==> config.mk <==
export PLATFORM = sky130hd
export DESIGN_NAME = dirty_range_interval_merger
export DESIGN_NICKNAME = d
export VERILOG_FILES = /design/src/hdl/drim_pkg.sv /design/src/hdl/drim_table.sv /design/src/hdl/dirty_range_interval_merger.sv
export SDC_FILE = /design/constraint.sdc
export NUM_CORES = 2
export LEC_CHECK = 0
export BUFFER_PORTS_ARGS = -buffer_cell sky130_fd_sc_hd__buf_2
export CORE_MARGIN = 2
export CORE_UTILIZATION = 40
export DETAILED_ROUTE_END_ITERATION = 10
export SLEW_MARGIN = 40
export SYNTH_ARGS = -nofsm -noshare
export SYNTH_HDL_FRONTEND = slang
export SYNTH_HIERARCHICAL = 1
export SYNTH_SLANG_ARGS = --single-unit
==> constraint.sdc <==
create_clock -name clk_i -period 9.7 [get_ports clk_i]
set_input_delay 1.455 -clock clk_i [delete_from_list [all_inputs] [get_ports clk_i]]
set_output_delay 1.455 -clock clk_i [all_outputs]
set_load 0.05 [all_outputs]
==> src/hdl/drim_pkg.sv <==
// ----------------------------------------------------------------------------
// drim_pkg
// Shared types and constants of the dirty range interval merger.
// ----------------------------------------------------------------------------
package drim_pkg;

  localparam int unsigned MaxIntervalsDefault = 16;
  localparam int unsigned AddrW = 32;

  typedef enum logic [0:0] {
    CMD_MARK  = 1'b0,
    CMD_FLUSH = 1'b1
  } cmd_e;

  typedef enum logic [3:0] {
    ST_IDLE,
    ST_SCAN_RD,
    ST_SCAN,
    ST_DECIDE,
    ST_WRITE,
    ST_SHL_RD,
    ST_SHL_WR,
    ST_SHR_RD,
    ST_SHR_WR,
    ST_INSERT,
    ST_FL_RD,
    ST_FL_OUT,
    ST_FL_EMPTY
  } state_e;

  // one table entry
  typedef struct packed {
    logic [AddrW-1:0] start;
    logic [AddrW-1:0] len;
  } entry_t;

  // table memory access request from the controller
  typedef struct packed {
    logic   we;
    logic   re;
    entry_t wdata;
  } mem_ctl_t;

endpackage

==> src/hdl/drim_table.sv <==
// ----------------------------------------------------------------------------
// drim_table
// Interval table: one synchronous memory, one write and one read port,
// read data registered.
// ----------------------------------------------------------------------------
module drim_table #(
  parameter int unsigned Depth = drim_pkg::MaxIntervalsDefault,
  parameter int unsigned IdxW  = $clog2(Depth)
) (
  input  logic              clk_i,
  input  drim_pkg::mem_ctl_t ctl_i,
  input  logic [IdxW-1:0]   waddr_i,
  input  logic [IdxW-1:0]   raddr_i,
  output drim_pkg::entry_t  rdata_o
);

  drim_pkg::entry_t mem_q [Depth];

  always_ff @(posedge clk_i) begin
    if (ctl_i.we) begin
      mem_q[waddr_i] <= ctl_i.wdata;
    end
    if (ctl_i.re) begin
      rdata_o <= mem_q[raddr_i];
    end
  end

endmodule

==> src/hdl/dirty_range_interval_merger.sv <==
// ----------------------------------------------------------------------------
// dirty_range_interval_merger
// Records changed byte ranges of a buffer as sorted disjoint intervals.
// ----------------------------------------------------------------------------
// A mark word clamps its range to block_size and merges it into a table of at
// most MAX_INTERVALS sorted intervals kept in one single-port-read memory; a
// flush word emits every interval in order (last flagged) and empties the
// table, or emits (0, block_size) when it is empty. One word is processed at a
// time. A mark reads the entries one by one up to the end of the merged run,
// then shifts entries, each read and then written back, when a merge closes
// a gap or an insert opens one; the memory's read data is registered. A flush
// reads and emits the intervals one at a time, holding while the output is
// stalled. A table that would need one more entry than it holds collapses
// to the whole block and sets overflowed until the next flush. No clearing
// pass is needed after reset.
// ----------------------------------------------------------------------------
module dirty_range_interval_merger #(
  parameter int unsigned MAX_INTERVALS = drim_pkg::MaxIntervalsDefault
) (
  input  logic        clk_i,
  input  logic        rst_ni,
  input  logic        cfg_we_i,
  input  logic [31:0] cfg_wdata_i,
  input  logic        in_valid_i,
  output logic        in_stall_o,
  input  logic        command_i,
  input  logic [31:0] range_from_i,
  input  logic [31:0] range_length_i,
  output logic        out_valid_o,
  input  logic        out_stall_i,
  output logic [31:0] interval_start_o,
  output logic [31:0] interval_length_o,
  output logic        last_o,
  output logic        overflowed_o
);

  localparam int unsigned IdxW = $clog2(MAX_INTERVALS);
  localparam int unsigned CntW = $clog2(MAX_INTERVALS + 1);
  localparam logic [CntW-1:0] CntMax = CntW'(MAX_INTERVALS);

  drim_pkg::state_e state_q, state_d;
  logic [31:0] block_size_q;
  logic [CntW-1:0] count_q, count_d;
  logic ovf_q, ovf_d;
  logic [32:0] a_q, a_d, b_q, b_d;          // merged range, 33-bit end
  logic [CntW-1:0] lo_q, lo_d, idx_q, idx_d; // run start, walk pointer
  logic found_q, found_d;                    // lo has been fixed
  logic [CntW-1:0] rem_q, rem_d;             // entries dropped by merge

  drim_pkg::mem_ctl_t mctl;
  logic [CntW-1:0] waddr, raddr;
  drim_pkg::entry_t rdata;

  logic out_valid_q, out_valid_d;
  logic [31:0] ostart_q, ostart_d, olen_q, olen_d;
  logic olast_q, olast_d, oovf_q, oovf_d;

  drim_table #(.Depth(MAX_INTERVALS), .IdxW(IdxW)) u_table (
    .clk_i  (clk_i),
    .ctl_i  (mctl),
    .waddr_i(waddr[IdxW-1:0]),
    .raddr_i(raddr[IdxW-1:0]),
    .rdata_o(rdata)
  );

  logic [32:0] rd_end;
  logic [31:0] clamp_len;
  logic [31:0] avail;
  assign rd_end = {1'b0, rdata.start} + {1'b0, rdata.len};
  assign avail  = block_size_q - range_from_i;
  assign clamp_len = (range_length_i == '0 || range_length_i > avail) ? avail : range_length_i;

  always_ff @(posedge clk_i or negedge rst_ni) begin
    if (!rst_ni) begin
      state_q      <= drim_pkg::ST_IDLE;
      block_size_q <= '0;
      count_q      <= '0;
      ovf_q        <= 1'b0;
      out_valid_q  <= 1'b0;
    end else begin
      state_q     <= state_d;
      count_q     <= count_d;
      ovf_q       <= ovf_d;
      out_valid_q <= out_valid_d;
      if (cfg_we_i) begin
        block_size_q <= cfg_wdata_i;
      end
    end
  end

  always_ff @(posedge clk_i) begin
    a_q <= a_d; b_q <= b_d; lo_q <= lo_d; idx_q <= idx_d;
    found_q <= found_d; rem_q <= rem_d;
    ostart_q <= ostart_d; olen_q <= olen_d; olast_q <= olast_d; oovf_q <= oovf_d;
  end

  always_comb begin
    state_d = state_q;
    count_d = count_q; ovf_d = ovf_q;
    a_d = a_q; b_d = b_q; lo_d = lo_q; idx_d = idx_q;
    found_d = found_q; rem_d = rem_q;
    out_valid_d = out_valid_q && out_stall_i;
    ostart_d = ostart_q; olen_d = olen_q; olast_d = olast_q; oovf_d = oovf_q;
    mctl = '0;
    waddr = idx_q;
    raddr = idx_q;
    in_stall_o = 1'b1;
    unique case (state_q)
      drim_pkg::ST_IDLE: begin
        in_stall_o = 1'b0;
        if (in_valid_i) begin
          if (command_i == drim_pkg::CMD_FLUSH) begin
            idx_d = '0;
            state_d = (count_q == '0) ? drim_pkg::ST_FL_EMPTY : drim_pkg::ST_FL_RD;
          end else if (range_from_i < block_size_q) begin
            a_d = {1'b0, range_from_i};
            b_d = {1'b0, range_from_i} + {1'b0, clamp_len};
            idx_d = '0; found_d = 1'b0;
            state_d = drim_pkg::ST_SCAN_RD;
          end
        end
      end
      // issue read of entry idx, or finish the walk
      drim_pkg::ST_SCAN_RD: begin
        if (idx_q == count_q) begin
          if (!found_q) lo_d = idx_q;
          state_d = drim_pkg::ST_DECIDE;
        end else begin
          mctl.re = 1'b1;
          state_d = drim_pkg::ST_SCAN;
        end
      end
      drim_pkg::ST_SCAN: begin
        state_d = drim_pkg::ST_SCAN_RD;
        if (!found_q && rd_end < a_q) begin
          idx_d = idx_q + 1'b1;
        end else if ({1'b0, rdata.start} <= b_q) begin
          if (!found_q) begin
            lo_d = idx_q; found_d = 1'b1;
          end
          if ({1'b0, rdata.start} < a_q) a_d = {1'b0, rdata.start};
          if (rd_end > b_q) b_d = rd_end;
          idx_d = idx_q + 1'b1;
        end else begin
          if (!found_q) lo_d = idx_q;
          found_d = 1'b1;
          state_d = drim_pkg::ST_DECIDE;
        end
      end
      // idx now holds hi; merged run when found with hi > lo
      drim_pkg::ST_DECIDE: begin
        if (found_q && idx_q > lo_q) begin
          rem_d = idx_q - lo_q - 1'b1;
          state_d = drim_pkg::ST_WRITE;
        end else if (count_q >= CntMax) begin
          mctl.we = 1'b1;
          waddr = '0;
          mctl.wdata.start = '0;
          mctl.wdata.len = block_size_q;
          count_d = CntW'(1);
          ovf_d = 1'b1;
          state_d = drim_pkg::ST_IDLE;
        end else begin
          idx_d = count_q;
          state_d = drim_pkg::ST_SHR_RD;
        end
      end
      drim_pkg::ST_WRITE: begin
        mctl.we = 1'b1;
        waddr = lo_q;
        mctl.wdata.start = a_q[31:0];
        mctl.wdata.len = 32'(b_q - a_q);
        idx_d = lo_q + 1'b1;
        state_d = (rem_q == '0) ? drim_pkg::ST_IDLE : drim_pkg::ST_SHL_RD;
      end
      // close the gap: k from lo+1 while k+rem < count
      drim_pkg::ST_SHL_RD: begin
        if (idx_q + rem_q >= count_q) begin
          count_d = count_q - rem_q;
          state_d = drim_pkg::ST_IDLE;
        end else begin
          mctl.re = 1'b1;
          raddr = idx_q + rem_q;
          state_d = drim_pkg::ST_SHL_WR;
        end
      end
      drim_pkg::ST_SHL_WR: begin
        mctl.we = 1'b1;
        mctl.wdata = rdata;
        idx_d = idx_q + 1'b1;
        state_d = drim_pkg::ST_SHL_RD;
      end
      // open a gap: k from count down to lo+1
      drim_pkg::ST_SHR_RD: begin
        if (idx_q == lo_q) begin
          state_d = drim_pkg::ST_INSERT;
        end else begin
          mctl.re = 1'b1;
          raddr = idx_q - 1'b1;
          state_d = drim_pkg::ST_SHR_WR;
        end
      end
      drim_pkg::ST_SHR_WR: begin
        mctl.we = 1'b1;
        mctl.wdata = rdata;
        idx_d = idx_q - 1'b1;
        state_d = drim_pkg::ST_SHR_RD;
      end
      drim_pkg::ST_INSERT: begin
        mctl.we = 1'b1;
        waddr = lo_q;
        mctl.wdata.start = a_q[31:0];
        mctl.wdata.len = 32'(b_q - a_q);
        count_d = count_q + 1'b1;
        state_d = drim_pkg::ST_IDLE;
      end
      // flush: read entry, then hand it to the output register
      drim_pkg::ST_FL_RD: begin
        mctl.re = 1'b1;
        state_d = drim_pkg::ST_FL_OUT;
      end
      drim_pkg::ST_FL_OUT: begin
        if (!out_valid_d) begin
          out_valid_d = 1'b1;
          ostart_d = rdata.start;
          olen_d = rdata.len;
          olast_d = (idx_q + 1'b1 == count_q);
          oovf_d = ovf_q;
          idx_d = idx_q + 1'b1;
          if (idx_q + 1'b1 == count_q) begin
            count_d = '0; ovf_d = 1'b0;
            state_d = drim_pkg::ST_IDLE;
          end else begin
            state_d = drim_pkg::ST_FL_RD;
          end
        end
      end
      drim_pkg::ST_FL_EMPTY: begin
        if (!out_valid_d) begin
          out_valid_d = 1'b1;
          ostart_d = '0;
          olen_d = block_size_q;
          olast_d = 1'b1;
          oovf_d = ovf_q;
          ovf_d = 1'b0;
          state_d = drim_pkg::ST_IDLE;
        end
      end
      default: state_d = drim_pkg::ST_IDLE;
    endcase
  end

  assign out_valid_o = out_valid_q;
  assign interval_start_o = ostart_q;
  assign interval_length_o = olen_q;
  assign last_o = olast_q;
  assign overflowed_o = oovf_q;

  // table never holds more than its depth
  a_count_bound: assert property (@(posedge clk_i) disable iff (!rst_ni)
    count_q <= CntMax) else $error("entry count exceeds table depth");

  // a stalled result word holds
  a_out_hold: assert property (@(posedge clk_i) disable iff (!rst_ni)
    out_valid_o && out_stall_i |=> out_valid_o && $stable(interval_start_o)
      && $stable(last_o)) else $error("stalled result changed");

  // a flush always leaves an empty table with the flag cleared
  a_flush_clear: assert property (@(posedge clk_i) disable iff (!rst_ni)
    out_valid_d && !out_valid_q && olast_d |=> count_q == '0 && !ovf_q)
    else $error("flush did not clear table");

endmodule
==> results_dict.tcl <==
set metrics [dict create \
    status "complete, no violations" \
    clockPowerShare_pct 20.3 \
    core_um2 151000 \
    required_ns 10.21 \
    stdcell_count 6456 \
    place_area_um2 64800 \
    detail-route-antenna-nets 0 \
    vias 37600 \
    fillers 13300 \
    synthCells 4037 \
    rsz0062_at_grt "false" \
    post_cts_resized 0 \
    routed_wl_mm 180 \
    gp_congestion 0.951 \
    synthArstFlopShare_pct 3.36 \
    critPathMaxFanout 12 \
    die_x_um 394 \
    drive_gt1_share_pct 19.7 \
    power_mw 25.0 \
    first_pass_iters 6 \
    min_path_type "reg2reg" \
    hold_violations 0 \
    std_cell_rows 143 \
    max-slew-margin-rel_pct 41.4 \
    final_cell_area_um2 69100 \
    maxCapViolations 0 \
    drtIter0Drc 4297 \
    dpl.hpwl_mm 118 \
    synth_edf_count 1235 \
    fin_crit_ns 8.59 \
    p_int_mw 15.0 \
    finalNetCount 4741 \
    cts_hold_buf 0 \
    synth-main-ff-cell "edfxtp_1" \
    crit_slowest_cell "or4_1" \
    clock_latency_ns 0.79 \
    post-cts-setup-buffer-count 0 \
    path_common_cell "ha_1" \
    cts.clk_slew.worst_paths_ns 0.06 \
    syn_area_per_cell_um2 15.1 \
    syn-cell-area_um2 60800 \
    die_h_um 394 \
    pwr_density_cell_nw_per_um2 362 \
    worstHoldEndpoint "overflowed_o$_DFFE_PP_" \
    power_leakage_nw 24.9 \
    drc 0 \
    viasPerCell 5.83 \
    multiInputGateArea_um2 21400 \
    io_pins 170 \
    crit_type "in2reg" \
    worstSetupStartpointType "input pin" \
    cts_tree "yes" \
    final_cell_mix "1235 x edfxtp_1, 345 x nand2_1, 312 x ha_1" \
    pwr-share-comb_pct 46.0 \
    ys_seq_elements 1278 \
    synth_cell_types 103 \
    yosysSeqAreaShare_pct 62.8 \
    crit_path_max_incr_delay_ns 0.47 \
    synth_nets 4458 \
    grt_usage_pct 23.1 \
    htreeDepth 4 \
    p_seq_share_pct 33.7 \
    clockBufferDepth 3 \
    peakVddDrop_v 0.000222 \
    timing.final.crit_share_pct 88.5 \
    fin_skew_ns 0.0390 \
    port_buffers 169 \
    tightest_slew_ns 0.880 \
    grt_pass1_wl_mm 261 \
    grt_antenna_before_repair 15 \
    grt_pass1_vias 36900 \
    switching_share_pct 39.9 \
    setup_viol 0 \
    grt_max_degree 122 \
    regArea_um2 38200 \
    rr_endpoint "b_q[30]$_DFFE_PP_" \
    critPathCaptureType "register" \
    dp_cells 6213 \
    yosysWarnings 6 \
    initial_core_util_pct 40.1 \
    ff2ff_path_depth 33 \
    cts_sinks 1278 \
    fmax_mhz 116 \
    switching_power_mw 9.98 \
    cts-buffers-inserted 134 \
    syn_to_final_growth_pct 13.8 \
    hold_start "ovf_q$_DFFE_PN0P_" \
    drv_slew 0 \
    setup-tns-final_ns 0 \
    cts_root_buffer "clkbuf_16" \
    dieArea_um2 155000 \
    hold_depth 0 \
    layout_commonest_cell "edfxtp_1" \
    ff2ff_setup_slack_ns 1.30 \
    r2r-start "block_size_q[0]$_DFFE_PN0P_" \
    grt.overflow.total 0 \
    worstPathArrival_ns 9.09 \
    wl_per_cell_um 28.0 \
]
[synth_stat cells, types with 56 or more instances]
cell type	number	area [µm²]
edfxtp_1	1235	37100
nand2_1	346	1300
ha_1	312	3900
mux4_2	256	5770
inv_1	189	709
o21ai_0	184	921
a21oi_1	173	866
a22oi_1	150	1130
nor2_1	144	541
a21o_1	96	721
clkbuf_1	94	353
xnor2_1	77	674
nand3_1	56	280
xor2_1	56	490
[power by group through the flow]
stage	Sequential [mW]	Clock (mW)	Combinational (mW)
after global routing	8.46	5.38	12.6
after global placement	8.51	0	11.2
after floorplan	8.25	0	7.90
after CTS	8.41	5.18	11.4
after detailed placement	8.51	0	11.4
final	8.43	5.09	11.5
[how the worst max path moves through the flow]
stage / start / endpoint / slack (ns) / cells past startpoint
2_1_floorplan: range_from_i[0] / b_q[22]$_DFFE_PP_ / 1.33 / 33
3_3_place_gp: range_from_i[0] / b_q[30]$_DFFE_PP_ / 0.46 / 33
3_5_place_dp: range_from_i[0] / b_q[30]$_DFFE_PP_ / 0.38 / 33
4_1_cts: range_from_i[0] / b_q[30]$_DFFE_PP_ / 1.21 / 33
5_1_grt: range_from_i[0] / b_q[30]$_DFFE_PP_ / 0.61 / 33
6_report: range_from_i[0] / b_q[30]$_DFFE_PP_ / 1.11 / 33
[routing by layer]
layer	vias to the layer above	global-route usage [%]	part of all wire, %	routed length [µm]
met1	19200	32.9	43	76800
met5	-	0	0.013	23
met2	1641	36.3	47	84000
met4	4	7.24	3.0	5370
met3	254	3.71	7.9	14300
li1	16500	-	-	-
[cell families (layout without fill, tap and decap cells)]
| family | Yosys count | count (layout) | synth area share (%) |
|---|---|---|---|
| DFF | 1278 | 1278 | 62.8 |
| adders and majority gates | 319 | 319 | 6.66 |
| and+or+nand+nor | 793 | 793 | 6.09 |
| xor gates and xnor gates | 134 | 134 | 1.94 |
| buffers and inverters | 343 | 728 | 2.43 |
| muxes | 331 | 331 | 10.8 |
| other | 0 | 4 | 0 |
| AOI/OAI and AO/OA | 839 | 839 | 9.26 |
[critical path, delay by kind of cell]
family | cells | cell delay, ns
AOI/OAI and AO/OA | 14 | 3.39
and+or+nand+nor | 8 | 1.68
adders and majority gates | 4 | 1.21
buffers and inverters | 4 | 0.75
xor gates and xnor gates | 2 | 0.35
muxes | 1 | 0.24
[cell type report]
class,count,area share [%]
Sequential cell,1278,55.2
Clock inverter,75,1.12
Timing Repair Buffer,301,2.88
Antenna cell,4,0.0145
Inverter,189,1.03
Multi-Input combinational cell,2416,31.0
Clock buffer,163,5.11
Tap cell,2030,3.67
[metrics by stage]
stage	hold slack [ns]	util [%]	setup WS, ns
after floorplan	0.419	-	1.33
after detailed placement	0.454	42.8	0.378
after global placement	0.439	42.7	0.463
final	0.455	45.7	1.11
after global routing	0.466	45.7	0.609
after CTS	0.466	45.6	1.21
[sequential cells by signal (all words and copies together) (netlist names), 4 cells and up]
register,flops
u_table/mem_q,1024
state_q,4
block_size_q,32
a_q,32
lo_q,5
count_q,5
idx_q,5
interval_length_o,32
u_table/rdata_o,64
interval_start_o,32
rem_q,5
b_q,33
Power figures use the tool's default switching activity.
